**src/hdl/mpfg_pkg.sv**
```systemverilog
`timescale 1ns / 1ps
// ----------------------------------------------------------------------------
// mpfg_pkg
// Shared types, constants and the level-to-width mapping of the motor pulse
// frame generator.
// ----------------------------------------------------------------------------
package mpfg_pkg;

    localparam int MOTORS        = 4;
    localparam int QUEUE_DEPTH   = 2;

    // event codes
    typedef enum logic [1:0] {
        OP_LINK_SAMPLE  = 2'd0,
        OP_TEST_SET     = 2'd1,
        OP_TEST_RELEASE = 2'd2,
        OP_RUN_CYCLE    = 2'd3
    } t_op;

    // configuration register indexes
    localparam logic [1:0] REG_PULSE_MIN      = 2'd0;
    localparam logic [1:0] REG_PULSE_MAX      = 2'd1;
    localparam logic [1:0] REG_PULSE_DISARMED = 2'd2;
    localparam logic [1:0] REG_LINK_TIMEOUT   = 2'd3;

    localparam logic [15:0] RST_PULSE_MIN      = 16'd1000;
    localparam logic [15:0] RST_PULSE_MAX      = 16'd2000;
    localparam logic [15:0] RST_PULSE_DISARMED = 16'd1000;
    localparam logic [31:0] RST_LINK_TIMEOUT   = 32'd500000;

    // frame layout
    localparam logic [7:0] SYNC_0      = 8'hAA;
    localparam logic [7:0] SYNC_1      = 8'h55;
    localparam logic [7:0] MOTOR_COUNT = 8'h04;

    localparam logic [3:0] BYTE_SYNC_0 = 4'd0;
    localparam logic [3:0] BYTE_SYNC_1 = 4'd1;
    localparam logic [3:0] BYTE_COUNT  = 4'd2;
    localparam logic [3:0] BYTE_W0     = 4'd3;
    localparam logic [3:0] BYTE_CSUM   = 4'd11;

    // Q3.12 mapping constants
    localparam logic signed [15:0] LVL_NEG_LIMIT = -16'sd4096;
    localparam logic signed [15:0] LVL_POS_LIMIT = 16'sd4096;
    localparam logic signed [23:0] NEG_BASE      = 24'sd6144000;
    localparam logic signed [23:0] NEG_GAIN      = 24'sd500;
    localparam logic signed [23:0] POS_BASE      = 24'sd4096000;
    localparam logic signed [23:0] POS_GAIN      = 24'sd1000;

    typedef logic [MOTORS-1:0][15:0] t_widths;

    typedef struct packed {
        logic full;
        logic empty;
    } t_q_status;

    // Map a level to an unclamped width; result never exceeds 2000.
    function automatic logic [10:0] f_map_level(input logic signed [15:0] lvl);
        logic signed [13:0] c;
        logic signed [23:0] sum;
        if (lvl < 16'sd0) begin
            c   = (lvl < LVL_NEG_LIMIT) ? 14'(LVL_NEG_LIMIT) : 14'(lvl);
            sum = NEG_BASE + 24'(c) * NEG_GAIN;
        end else begin
            c   = (lvl > LVL_POS_LIMIT) ? 14'(LVL_POS_LIMIT) : 14'(lvl);
            sum = POS_BASE + 24'(c) * POS_GAIN;
        end
        return sum[22:12];
    endfunction

endpackage

```
**src/hdl/mpfg_front.sv**
```systemverilog
`timescale 1ns / 1ps
// ----------------------------------------------------------------------------
// mpfg_front
// Accepts events, keeps overrides, link time and configuration, and pushes
// the four widths of every frame to be sent into the frame queue.
// ----------------------------------------------------------------------------
module mpfg_front
    import mpfg_pkg::*;
(
    input  logic               i_clk,
    input  logic               i_rst_n,
    input  logic               i_valid,
    output logic               o_stall,
    input  logic [1:0]         i_operation,
    input  logic [31:0]        i_now_us,
    input  logic               i_link_valid,
    input  logic [3:0]         i_motor_number,
    input  logic signed [15:0] i_test_level,
    input  logic               i_motors_new,
    input  logic signed [15:0] i_command_0,
    input  logic signed [15:0] i_command_1,
    input  logic signed [15:0] i_command_2,
    input  logic signed [15:0] i_command_3,
    input  logic [3:0]         i_finite_mask,
    input  logic               i_wr_en,
    input  logic [1:0]         i_wr_index,
    input  logic [31:0]        i_wr_data,
    input  t_q_status          i_q_status,
    output logic               o_q_push,
    output t_widths            o_q_data
);

    logic [15:0] r_pulse_min;
    logic [15:0] r_pulse_max;
    logic [15:0] r_pulse_disarmed;
    logic [31:0] r_link_timeout;

    logic [MOTORS-1:0]              r_slot_set;
    logic signed [MOTORS-1:0][15:0] r_slot_level;
    logic [31:0]                    r_last_link;
    logic                           r_link_seen;

    // stage between decode and clamp
    logic                    r_s1_valid;
    logic [MOTORS-1:0]       r_s1_arm;
    logic [MOTORS-1:0][10:0] r_s1_raw;

    logic                           accept;
    t_op                            op;
    logic                           any_slot;
    logic                           timed_out;
    logic                           need_frame;
    logic signed [MOTORS-1:0][15:0] cmd;
    logic [MOTORS-1:0]              n_arm;
    logic [MOTORS-1:0][10:0]        n_raw;
    logic [31:0]                    elapsed;

    assign op       = t_op'(i_operation);
    assign o_stall  = r_s1_valid && i_q_status.full;
    assign accept   = i_valid && !o_stall;
    assign o_q_push = r_s1_valid && !i_q_status.full;
    assign any_slot = |r_slot_set;
    assign elapsed  = i_now_us - r_last_link;
    assign timed_out = r_link_seen && (elapsed > r_link_timeout);
    assign cmd = {i_command_3, i_command_2, i_command_1, i_command_0};

    always_comb begin
        need_frame = 1'b0;
        n_arm      = '0;
        for (int i = 0; i < MOTORS; i++) begin
            n_raw[i] = f_map_level(any_slot ? r_slot_level[i] : cmd[i]);
        end
        unique case (op)
            OP_TEST_RELEASE: begin
                need_frame = 1'b1;
            end
            OP_RUN_CYCLE: begin
                if (any_slot) begin
                    need_frame = 1'b1;
                    n_arm      = r_slot_set;
                end else if (i_motors_new) begin
                    need_frame = 1'b1;
                    // drop to a disarmed frame on link loss
                    n_arm      = timed_out ? '0 : i_finite_mask;
                end
            end
            default: begin
                need_frame = 1'b0;
            end
        endcase
    end

    always_ff @(posedge i_clk) begin
        if (!i_rst_n) begin
            r_pulse_min      <= RST_PULSE_MIN;
            r_pulse_max      <= RST_PULSE_MAX;
            r_pulse_disarmed <= RST_PULSE_DISARMED;
            r_link_timeout   <= RST_LINK_TIMEOUT;
        end else if (i_wr_en) begin
            unique case (i_wr_index)
                REG_PULSE_MIN:      r_pulse_min      <= i_wr_data[15:0];
                REG_PULSE_MAX:      r_pulse_max      <= i_wr_data[15:0];
                REG_PULSE_DISARMED: r_pulse_disarmed <= i_wr_data[15:0];
                REG_LINK_TIMEOUT:   r_link_timeout   <= i_wr_data;
                default:            r_link_timeout   <= r_link_timeout;
            endcase
        end
    end

    always_ff @(posedge i_clk) begin
        if (!i_rst_n) begin
            r_slot_set  <= '0;
            r_last_link <= '0;
            r_link_seen <= 1'b0;
            r_s1_valid  <= 1'b0;
        end else begin
            if (accept) begin
                unique case (op)
                    OP_LINK_SAMPLE: begin
                        if (i_link_valid) begin
                            r_last_link <= i_now_us;
                            r_link_seen <= 1'b1;
                        end
                    end
                    OP_TEST_SET: begin
                        if (i_motor_number < 4'(MOTORS)) begin
                            r_slot_set[i_motor_number[1:0]]   <= i_finite_mask[0];
                            r_slot_level[i_motor_number[1:0]] <=
                                i_finite_mask[0] ? i_test_level : 16'sd0;
                        end
                    end
                    OP_TEST_RELEASE: begin
                        r_slot_set   <= '0;
                        r_slot_level <= '0;
                    end
                    default: begin
                        r_slot_set <= r_slot_set;
                    end
                endcase
            end
            if (accept && need_frame) begin
                r_s1_valid <= 1'b1;
            end else if (o_q_push) begin
                r_s1_valid <= 1'b0;
            end
        end
    end

    always_ff @(posedge i_clk) begin
        if (accept && need_frame) begin
            r_s1_arm <= n_arm;
            r_s1_raw <= n_raw;
        end
    end

    // raise to the minimum, then lower to the maximum
    always_comb begin
        logic [15:0] w;
        for (int i = 0; i < MOTORS; i++) begin
            w = {5'd0, r_s1_raw[i]};
            if (w < r_pulse_min) begin
                w = r_pulse_min;
            end
            if (w > r_pulse_max) begin
                w = r_pulse_max;
            end
            o_q_data[i] = r_s1_arm[i] ? w : r_pulse_disarmed;
        end
    end

endmodule

```
**src/hdl/mpfg_queue.sv**
```systemverilog
`timescale 1ns / 1ps
// ----------------------------------------------------------------------------
// mpfg_queue
// Short queue of pending frames between the event front end and the byte
// serializer.
// ----------------------------------------------------------------------------
module mpfg_queue
    import mpfg_pkg::*;
#(
    parameter int DEPTH = QUEUE_DEPTH
) (
    input  logic      i_clk,
    input  logic      i_rst_n,
    input  logic      i_push,
    input  t_widths   i_data,
    input  logic      i_pop,
    output t_widths   o_data,
    output t_q_status o_status
);

    localparam int PTR_W = (DEPTH > 1) ? $clog2(DEPTH) : 1;
    localparam int CNT_W = $clog2(DEPTH + 1);

    t_widths            r_mem [DEPTH];
    logic [PTR_W-1:0]   r_wr_ptr;
    logic [PTR_W-1:0]   r_rd_ptr;
    logic [CNT_W-1:0]   r_count;

    function automatic logic [PTR_W-1:0] f_next(input logic [PTR_W-1:0] p);
        return (p == PTR_W'(DEPTH - 1)) ? '0 : p + 1'b1;
    endfunction

    assign o_status.full  = (r_count == CNT_W'(DEPTH));
    assign o_status.empty = (r_count == '0);
    assign o_data         = r_mem[r_rd_ptr];

    always_ff @(posedge i_clk) begin
        if (!i_rst_n) begin
            r_wr_ptr <= '0;
            r_rd_ptr <= '0;
            r_count  <= '0;
        end else begin
            if (i_push) begin
                r_wr_ptr <= f_next(r_wr_ptr);
            end
            if (i_pop) begin
                r_rd_ptr <= f_next(r_rd_ptr);
            end
            if (i_push && !i_pop) begin
                r_count <= r_count + 1'b1;
            end else if (i_pop && !i_push) begin
                r_count <= r_count - 1'b1;
            end
        end
    end

    always_ff @(posedge i_clk) begin
        if (i_push) begin
            r_mem[r_wr_ptr] <= i_data;
        end
    end

`ifndef NO_ASSERTIONS
    a_no_overflow: assert property (@(posedge i_clk) disable iff (!i_rst_n)
        o_status.full |-> !i_push || i_pop)
        else $error("frame queue overflow");

    a_no_underflow: assert property (@(posedge i_clk) disable iff (!i_rst_n)
        o_status.empty |-> !i_pop)
        else $error("frame queue underflow");

    a_count_up: assert property (@(posedge i_clk) disable iff (!i_rst_n)
        (i_push && !i_pop) |=> (r_count == $past(r_count) + 1'b1))
        else $error("frame queue count lost a push");
`endif

endmodule

```
**src/hdl/mpfg_back.sv**
```systemverilog
`timescale 1ns / 1ps
// ----------------------------------------------------------------------------
// mpfg_back
// Serializes one queued frame into twelve bytes: sync, count, four
// big-endian widths and the XOR checksum.
// ----------------------------------------------------------------------------
module mpfg_back
    import mpfg_pkg::*;
(
    input  logic      i_clk,
    input  logic      i_rst_n,
    input  t_q_status i_q_status,
    input  t_widths   i_q_data,
    output logic      o_q_pop,
    output logic      o_valid,
    input  logic      i_stall,
    output logic [7:0] o_frame_byte,
    output logic      o_frame_last
);

    t_widths     r_frame;
    logic        r_busy;
    logic [3:0]  r_idx;
    logic [7:0]  r_xor;
    logic        r_valid;
    logic [7:0]  r_byte;
    logic        r_last;

    logic        advance;
    logic        emit;
    logic [7:0]  cur_byte;
    logic [3:0]  k;

    assign advance = !r_valid || !i_stall;
    assign emit    = advance && r_busy;
    assign o_q_pop = advance && (!r_busy || r_idx == BYTE_CSUM) && !i_q_status.empty;
    assign k       = r_idx - BYTE_W0;

    always_comb begin
        unique case (r_idx)
            BYTE_SYNC_0: cur_byte = SYNC_0;
            BYTE_SYNC_1: cur_byte = SYNC_1;
            BYTE_COUNT:  cur_byte = MOTOR_COUNT;
            BYTE_CSUM:   cur_byte = r_xor;
            default: begin
                // high byte first
                cur_byte = k[0] ? r_frame[k[2:1]][7:0] : r_frame[k[2:1]][15:8];
            end
        endcase
    end

    always_ff @(posedge i_clk) begin
        if (!i_rst_n) begin
            r_busy  <= 1'b0;
            r_idx   <= '0;
            r_valid <= 1'b0;
        end else begin
            if (emit) begin
                r_valid <= 1'b1;
            end else if (advance) begin
                r_valid <= 1'b0;
            end
            // a pop on the checksum byte starts the next frame at once
            if (o_q_pop) begin
                r_busy <= 1'b1;
                r_idx  <= '0;
            end else if (emit) begin
                r_idx <= r_idx + 1'b1;
                if (r_idx == BYTE_CSUM) begin
                    r_busy <= 1'b0;
                end
            end
        end
    end

    always_ff @(posedge i_clk) begin
        if (emit) begin
            r_byte <= cur_byte;
            r_last <= (r_idx == BYTE_CSUM);
        end
        if (o_q_pop) begin
            r_frame <= i_q_data;
            r_xor   <= '0;
        end else if (emit) begin
            r_xor <= r_xor ^ cur_byte;
        end
    end

    assign o_valid      = r_valid;
    assign o_frame_byte = r_byte;
    assign o_frame_last = r_last;

endmodule

```
**src/hdl/motor_pwm_frame_generator.sv**
```systemverilog
`timescale 1ns / 1ps
// ----------------------------------------------------------------------------
// motor_pwm_frame_generator
// Turns link, test and run events into 12-byte motor pulse-width frames.
// ----------------------------------------------------------------------------
// The input side takes one event word per cycle as long as the frame queue
// has room; events that send no frame finish in that cycle. Each frame
// leaves as twelve output words, one per cycle while the output is not
// stalled, and frames follow each other with no gap while the queue holds
// more. Widths are mapped as the event is taken and clamped in the next
// cycle; the words of a frame then pass through the frame queue and the
// byte serializer's output register. Configuration writes take effect at
// once and are meant for idle periods only.
// ----------------------------------------------------------------------------
module motor_pwm_frame_generator
    import mpfg_pkg::*;
#(
    parameter int QDEPTH = QUEUE_DEPTH
) (
    input  logic               i_clk,
    input  logic               i_rst_n,
    input  logic               i_valid,
    output logic               o_stall,
    input  logic [1:0]         i_operation,
    input  logic [31:0]        i_now_us,
    input  logic               i_link_valid,
    input  logic [3:0]         i_motor_number,
    input  logic signed [15:0] i_test_level,
    input  logic               i_motors_new,
    input  logic signed [15:0] i_command_0,
    input  logic signed [15:0] i_command_1,
    input  logic signed [15:0] i_command_2,
    input  logic signed [15:0] i_command_3,
    input  logic [3:0]         i_finite_mask,
    output logic               o_valid,
    input  logic               i_stall,
    output logic [7:0]         o_frame_byte,
    output logic               o_frame_last,
    input  logic               i_wr_en,
    input  logic [1:0]         i_wr_index,
    input  logic [31:0]        i_wr_data
);

    t_q_status q_status;
    t_widths   q_in;
    t_widths   q_out;
    logic      q_push;
    logic      q_pop;

    mpfg_front u_front (
        .i_clk          (i_clk),
        .i_rst_n        (i_rst_n),
        .i_valid        (i_valid),
        .o_stall        (o_stall),
        .i_operation    (i_operation),
        .i_now_us       (i_now_us),
        .i_link_valid   (i_link_valid),
        .i_motor_number (i_motor_number),
        .i_test_level   (i_test_level),
        .i_motors_new   (i_motors_new),
        .i_command_0    (i_command_0),
        .i_command_1    (i_command_1),
        .i_command_2    (i_command_2),
        .i_command_3    (i_command_3),
        .i_finite_mask  (i_finite_mask),
        .i_wr_en        (i_wr_en),
        .i_wr_index     (i_wr_index),
        .i_wr_data      (i_wr_data),
        .i_q_status     (q_status),
        .o_q_push       (q_push),
        .o_q_data       (q_in)
    );

    mpfg_queue #(
        .DEPTH (QDEPTH)
    ) u_queue (
        .i_clk    (i_clk),
        .i_rst_n  (i_rst_n),
        .i_push   (q_push),
        .i_data   (q_in),
        .i_pop    (q_pop),
        .o_data   (q_out),
        .o_status (q_status)
    );

    mpfg_back u_back (
        .i_clk        (i_clk),
        .i_rst_n      (i_rst_n),
        .i_q_status   (q_status),
        .i_q_data     (q_out),
        .o_q_pop      (q_pop),
        .o_valid      (o_valid),
        .i_stall      (i_stall),
        .o_frame_byte (o_frame_byte),
        .o_frame_last (o_frame_last)
    );

endmodule
```
**config.mk**
```make
export PLATFORM = sky130hd
export DESIGN_NAME = motor_pwm_frame_generator
export DESIGN_NICKNAME = d
export VERILOG_FILES = /design/src/hdl/mpfg_pkg.sv /design/src/hdl/mpfg_front.sv /design/src/hdl/mpfg_queue.sv /design/src/hdl/mpfg_back.sv /design/src/hdl/motor_pwm_frame_generator.sv
export SDC_FILE = /design/constraint.sdc
export NUM_CORES = 2
export LEC_CHECK = 0
export BUFFER_PORTS_ARGS = -buffer_cell sky130_fd_sc_hd__buf_4
export CAP_MARGIN = 40
export CORE_ASPECT_RATIO = 1.2
export CORE_MARGIN = 2
export CORE_UTILIZATION = 60
export CTS_CLUSTER_DIAMETER = 50
export DETAILED_ROUTE_END_ITERATION = 12
export PLACE_DENSITY_LB_ADDON = 0.15
export SKIP_CTS_REPAIR_TIMING = 1
export SLEW_MARGIN = 20
export SYNTH_ARGS = -nofsm -noshare
export SYNTH_HDL_FRONTEND = slang
export SYNTH_HIERARCHICAL = 1
export SYNTH_SLANG_ARGS = --single-unit
```
**constraint.sdc**
```tcl
create_clock -name i_clk -period 12.4 [get_ports i_clk]
set_input_delay 1.86 -clock i_clk [delete_from_list [all_inputs] [get_ports i_clk]]
set_output_delay 1.86 -clock i_clk [all_outputs]
set_load 0.03 [all_outputs]
```
=== Yosys cells after proc, flatten, opt, wreduce, memory -nomap -nowiden ===
Memories as Yosys holds them, arrays and structs flattened. A register that Yosys moved wholly into a read port is not among the register bits.
Cells that the tools add are included.

* Latch bits: 0
* Bits in registers: 257
* Input port bits: 163
* ROM bits: 0
* Memories kept: 1
* Bits in writable memories: 128
* Word-level logic and storage cells: 191

{| class="wikitable"
|+ Memory list
! name !! words !! width !! read ports !! clocked after memory_dff !! write ports !! line !! source
|-
| u_queue.r_mem || 2 || 64 || 1 || 1 || 1 || mpfg_queue.sv:24 || <nowiki>t_widths r_mem [DEPTH];</nowiki>
|}

* Bitwise logic cells: 2
* Div/mod/pow operators: 0
* Reductions and logical operators: 41
* $mul: 8
* Magnitude comparators: 25
* Equality and inequality tests: 11
* Muxes and demuxes: 62
* Shift-type cells: 0
* Add/sub/neg operators: 15

{| class="wikitable"
|+ Operators by type and width
! cell !! number
|-
| two-way mux 16 bit || 19
|-
| adder 23 bit (first input constant) || 8
|-
| one-hot mux 64 bit (2 select lines) || 1
|-
| two-way mux 14 bit || 8
|-
| two-way mux 23 bit || 4
|-
| multiplier 14 x 8 -> 21 bit (second input constant) || 4
|-
| multiplier 14 x 8 -> 20 bit (second input constant) || 4
|-
| bitwise mux 64 bit || 1
|-
| > comparator 16 x 14 -> 1 bit (second input constant) || 4
|-
| > comparator 16 bit || 4
|-
| less-than comparator 11 x 16 -> 1 bit || 4
|-
| less-than comparator 16 x 1 -> 1 bit (second input constant) || 4
|-
| less-than comparator 16 x 13 -> 1 bit (second input constant) || 4
|-
| two-way mux 64 bit || 1
|-
| binary-select mux 16 bit (select 2 bit) || 1
|-
| demux 16 bit (select 2 bit) || 1
|-
| > comparator 32 bit || 1
|-
| one-hot mux 8 bit (4 select lines) || 1
|-
| subtractor 32 bit || 1
|-
| two-way mux 4 bit || 4
|-
| two-way mux 1 bit || 14
|-
| nonzero test 2 bit || 6
|-
| logical AND 1 bit || 11
|-
| == test 2 bit (second input constant) || 5
|-
| other kinds (30) || 49
|}

=== Longest topological paths before layout ===
* Depth after elaboration: 7
* Gate-level depth with buffers: 35
* Gate-level depth less buffers: 31

=== By module ===
Netlist, hierarchy kept.

{| class="wikitable"
|+ By module, submodules not included
! module !! cells an instance !! area each (um^2) !! sequential area each (um^2) !! times used
|-
| mpfg_front || 4643 || 39309.0 || 5725.5 || 1
|-
| mpfg_queue || 221 || 4858.4 || 3943.8 || 1
|-
| mpfg_back || 218 || 3552.2 || 2472.4 || 1
|}

=== Least setup slack after synthesis ===
No wires, ideal clock.

* Path type: input to register
* Start: in i_command_2[15]
* End: reg u_front/r_s1_raw[31] (netlist bit) (data pin)
* Path slack: 3843 ps
* Cell stages on the path: 26
* Data arrival time: 8297 ps
* Data required time: 12140 ps
* Buffers on the path: 2
* Path through: or4_1 -> o41ai_1 -> a21oi_1 -> clkbuf_1 -> nor2_1 -> inv_1 -> fa_1 -> inv_1 -> ha_1 -> fa_1 -> inv_1 -> fa_1 -> inv_1 -> ha_1 -> o21ai_0 -> or4_1 -> o21ai_2 -> a211oi_1 -> or3_1 -> and2_0 -> clkbuf_1 -> and3_1 -> o21ai_1 -> o221ai_1 -> xor2_1 -> mux2_2

{| class="wikitable"
|+ RTL lines
! what !! line !! source
|-
| start: declaration || motor_pwm_frame_generator.sv:32 || <nowiki>input logic signed [15:0] i_command_2,</nowiki>
|-
| end signal: assignment || mpfg_front.sv:152 || <nowiki>r_s1_raw <= n_raw;</nowiki>
|-
| end: declaration || mpfg_front.sv:46 || <nowiki>logic [MOTORS-1:0][10:0] r_s1_raw;</nowiki>
|}

==> impl_metrics.yaml <==
run_status:
  status: "finished, final reports clean"
final_layout:
  antenna_cells: 0
  final_area_um2: 52100
  area_growth_syn_to_layout_pct: 9.25
  layout.nets: 6329
  drive_above_1_share_pct: 11.7
  fill_cells: 6483
drt:
  firstDrtPassIters: 6
  vias: 35523
  wl_um: 119000
  drt_iter0_drc: 2421
  post_drt_wl_per_cell_um: 19.0
  ant_nets: 0
  via_per_inst: 5.65
  drc: 0
logic_synthesis:
  seq_area_frac_synth_pct: 25.4
  yosysTopAreaCell: "edfxtp_1"
  synth_enable_flop_cells: 313
  yosysTopAreaCellShare_pct: 19.7
  synth_area_leaders: "edfxtp_1 20%, fa_1 16%, ha_1 15%"
  yosys_register_bits: 450
  netlist_area_um2: 47700
  synth_warnings: 6
  netlist_instances: 5082
  async_flop_share_pct: 0
  synthesis.area_per_instance_um2: 9.39
  yosys.cell_types.count: 101
  synth-main-ff-cell: "edfxtp_1"
sta:
  slew_headroom_pct: 42.8
  fmax_mhz: 114
  tightest_slew_ps: 836
  clock_skew_ps: 30.9
  fin_hold_ws_ps: 463
  timing.final.max_slew_violations: 0
  rsz0062_at_grt: "false"
  timing.final.crit_share_pct: 71.0
  hold_viol: 0
  finalSetupTns_ps: 0
  finalSetupViolations: 0
  period_minus_slack_ps: 8810
worst_setup_path:
  crit_start: "i_command_3[5]"
  worst_setup_path_end_kind: "flop"
  rr_worst_depth: 30
  worstSetupEndpoint: "u_front/r_s1_raw[43]"
  rr_endpoint: "u_front/r_s1_raw[21]"
  r2r_start: "u_front/r_slot_set[3]"
  r2r_slack_ps: 3940
  critical_path.max_fanout: 15
  path_class: "input port to flop"
  arrival_ps: 9160
  cp-start-kind: "input port"
  crit_required_ps: 12760
clock_network:
  cts_root_buffer: "clkbuf_16"
  cts.sink_count: 450
  cts_made_buffers: 56
  cts.htree.levels: 2
  clkTransAtPathRegs_ps: 60
  cts_tree: "built"
  clockBufferDepth: 3
  worstSkewPairLatency_ps: 630
place:
  gp_congestion: 0.948
  dpl_cell_area_um2: 50100
  post-dp-hpwl_um: 96500
  io_buffers: 173
floorplan:
  initial_utilization_pct: 60.4
  core_area_um2: 79000
  die_h_um: 313
  rows: 113
  die_area_um2: 81800
  boundaryPins: 174
  die_width_um: 261
global_route:
  overflow: 0
  grt_pass1_vias: 36333
  antenna_found_initial: 0
  grt_max_degree: 91
  grt_pass1_wl_um: 191000
  grt_use_total_pct: 29.6
pwr:
  ir_drop_mv: 0.171
  power_density_nw_per_um2: 260
  power.leakage_uw: 0.0247
job:
  max-cap-violations: 0
min_path:
  hold_class: "flop to flop"
-- registers in the layout, indices dropped and copies added, names as in the netlist, named ones only --
| signal | count |
|---|---|
| u_back/r_busy | 1 |
| u_back/r_xor | 8 |
| u_queue/r_count | 2 |
| u_back/o_valid | 1 |
| u_front/r_pulse_disarmed | 16 |
| u_front/r_pulse_max | 16 |
| u_front/r_link_seen | 1 |
| u_front/r_slot_level | 64 |
| u_front/r_link_timeout | 32 |
| u_front/r_s1_arm | 4 |
| u_front/r_slot_set | 4 |
| u_front/r_s1_raw | 44 |
| u_back/r_idx | 4 |
| u_back/o_frame_last | 1 |
| u_back/r_frame | 64 |
| u_front/r_last_link | 32 |
| u_queue/r_wr_ptr | 1 |
| u_front/r_pulse_min | 16 |
| u_front/r_s1_valid | 1 |
| u_back/o_frame_byte | 8 |
| u_queue/r_rd_ptr | 1 |
| u_queue/r_mem | 128 |
-- kinds of logic (layout without fill, tap and decap cells) --
kind of cell               after synthesis  in the layout  share of synthesized area [%]
DFF                                    450            450                           25.4
xor gates and xnor gates               199            199                           3.69
and+or+nand+nor                       1097           1097                           10.9
adders and majority gates              957            957                           31.1
buffers and inverters                 1292           1463                           10.3
other                                    1              4                        0.00786
AOI/OAI and AO/OA                      790            790                           11.3
muxes                                  296            296                           7.12
-- power breakdown --
group          internal [uW]  leakage (uW)  switching (uW)
Combinational           4080        0.0198            5580
Clock                    976      0.000933             700
Sequential              2070       0.00399             148
-- cells in the final DEF, fill, tap and decap left out, drive strengths merged, types with 84 or more instances in the layout --
cell type	netlist	routed
dfxtp	137	137
nor2	237	237
inv	1127	1140
nand2	394	394
xnor2	138	138
mux2i	109	109
a21oi	223	223
edfxtp	313	313
mux2	171	171
nand3	102	102
a21boi	95	95
buf	29	230
ha	572	572
a21o	84	84
o21ai	101	101
fa	385	385
-- layer usage --
layer | track usage [%] | part of all wire (%) | vias to the layer above
li1 | - | - | 17098
met1 | 36.9 | 41 | 17253
met2 | 52.2 | 50 | 935
met3 | 3.55 | 5.0 | 237
met4 | 11.2 | 4.1 | 0
met5 | 0 | 0 | -
-- cell type report --
class                   count  area, um^2  area share, %
clock inverters            40         428          0.821
well taps                1035        1290           2.48
multi-input cells        3343       30700           58.9
repair buffers            231        1820           3.49
clock buffers              65        1510           2.89
inverters                1127        4230           8.11
flip-flops and latches    450       12100           23.3
-- worst min-delay path by stage --
stage | from | to | slack [ps] | cells past startpoint
detailed placement | u_front/r_last_link[13] | u_front/r_last_link[13] | 460 | 2
global route | u_front/r_last_link[5] | u_front/r_last_link[5] | 490 | 2
CTS | u_front/r_last_link[29] | u_front/r_last_link[29] | 470 | 2
finish | u_front/r_last_link[21] | u_front/r_last_link[21] | 460 | 2
floorplan | u_front/r_link_seen | u_front/r_link_seen | 440 | 1
global placement | u_front/r_last_link[30] | u_front/r_last_link[30] | 450 | 2
-- per-stage QoR --
step	power [uW]	setup WS, ps	utilization (%)	cells
after floorplan	9580	3840	-	5085
after global placement	11600	2790	63.2	6166
after detailed placement	11800	2690	63.4	6179
after CTS	13600	3270	65.8	6284
after global routing	14900	3130	66.0	6291
final	13600	3600	66.0	6291
-- cells in the mapped netlist, types with 10 or more instances --
master and count:
nor4b_1 10, xor2_1 60, nor4_1 26, mux4_2 14
and3_1 17, fa_1 385, edfxtp_1 313, nand4_1 48
or4_1 15, o221ai_1 14, o21a_1 57, o22ai_1 13
nor3_1 50, a211o_1 10, o31ai_1 15, or3_1 19
xnor2_1 138, mux2i_1 109, ha_1 572, inv_1 1127
dfxtp_1 137, a21o_1 83, o21ai_0 94, mux2_2 168
a21oi_1 221, nand2_1 394, clkbuf_1 136, and2_1 24
a21boi_0 94, a31oi_1 17, nand3_1 101, a211oi_1 13
nand2b_1 38, a2111oi_0 10, buf_1 13, nor2_1 237
nor2b_1 41, or2_2 51, o211ai_1 42
-- critical path: stages --
cell       delay (ps)
buf_4             120
nor4_1            290
clkbuf_2          230
a41oi_1           130
o41ai_1           360
nor2_1             80
buf_4             210
nor2_1            470
inv_1             200
fa_1              560
inv_1              40
ha_1              260
inv_1              50
fa_1              500
fa_1              550
inv_1              50
ha_1              300
a2111oi_0         780
a211oi_2          290
a31o_2            320
a31oi_1           320
nor4bb_1          470
and3_1            230
o21ai_0            80
o211a_1           140
xnor2_1           170
mux2i_1           100
(Power assumes the default switching activity.)
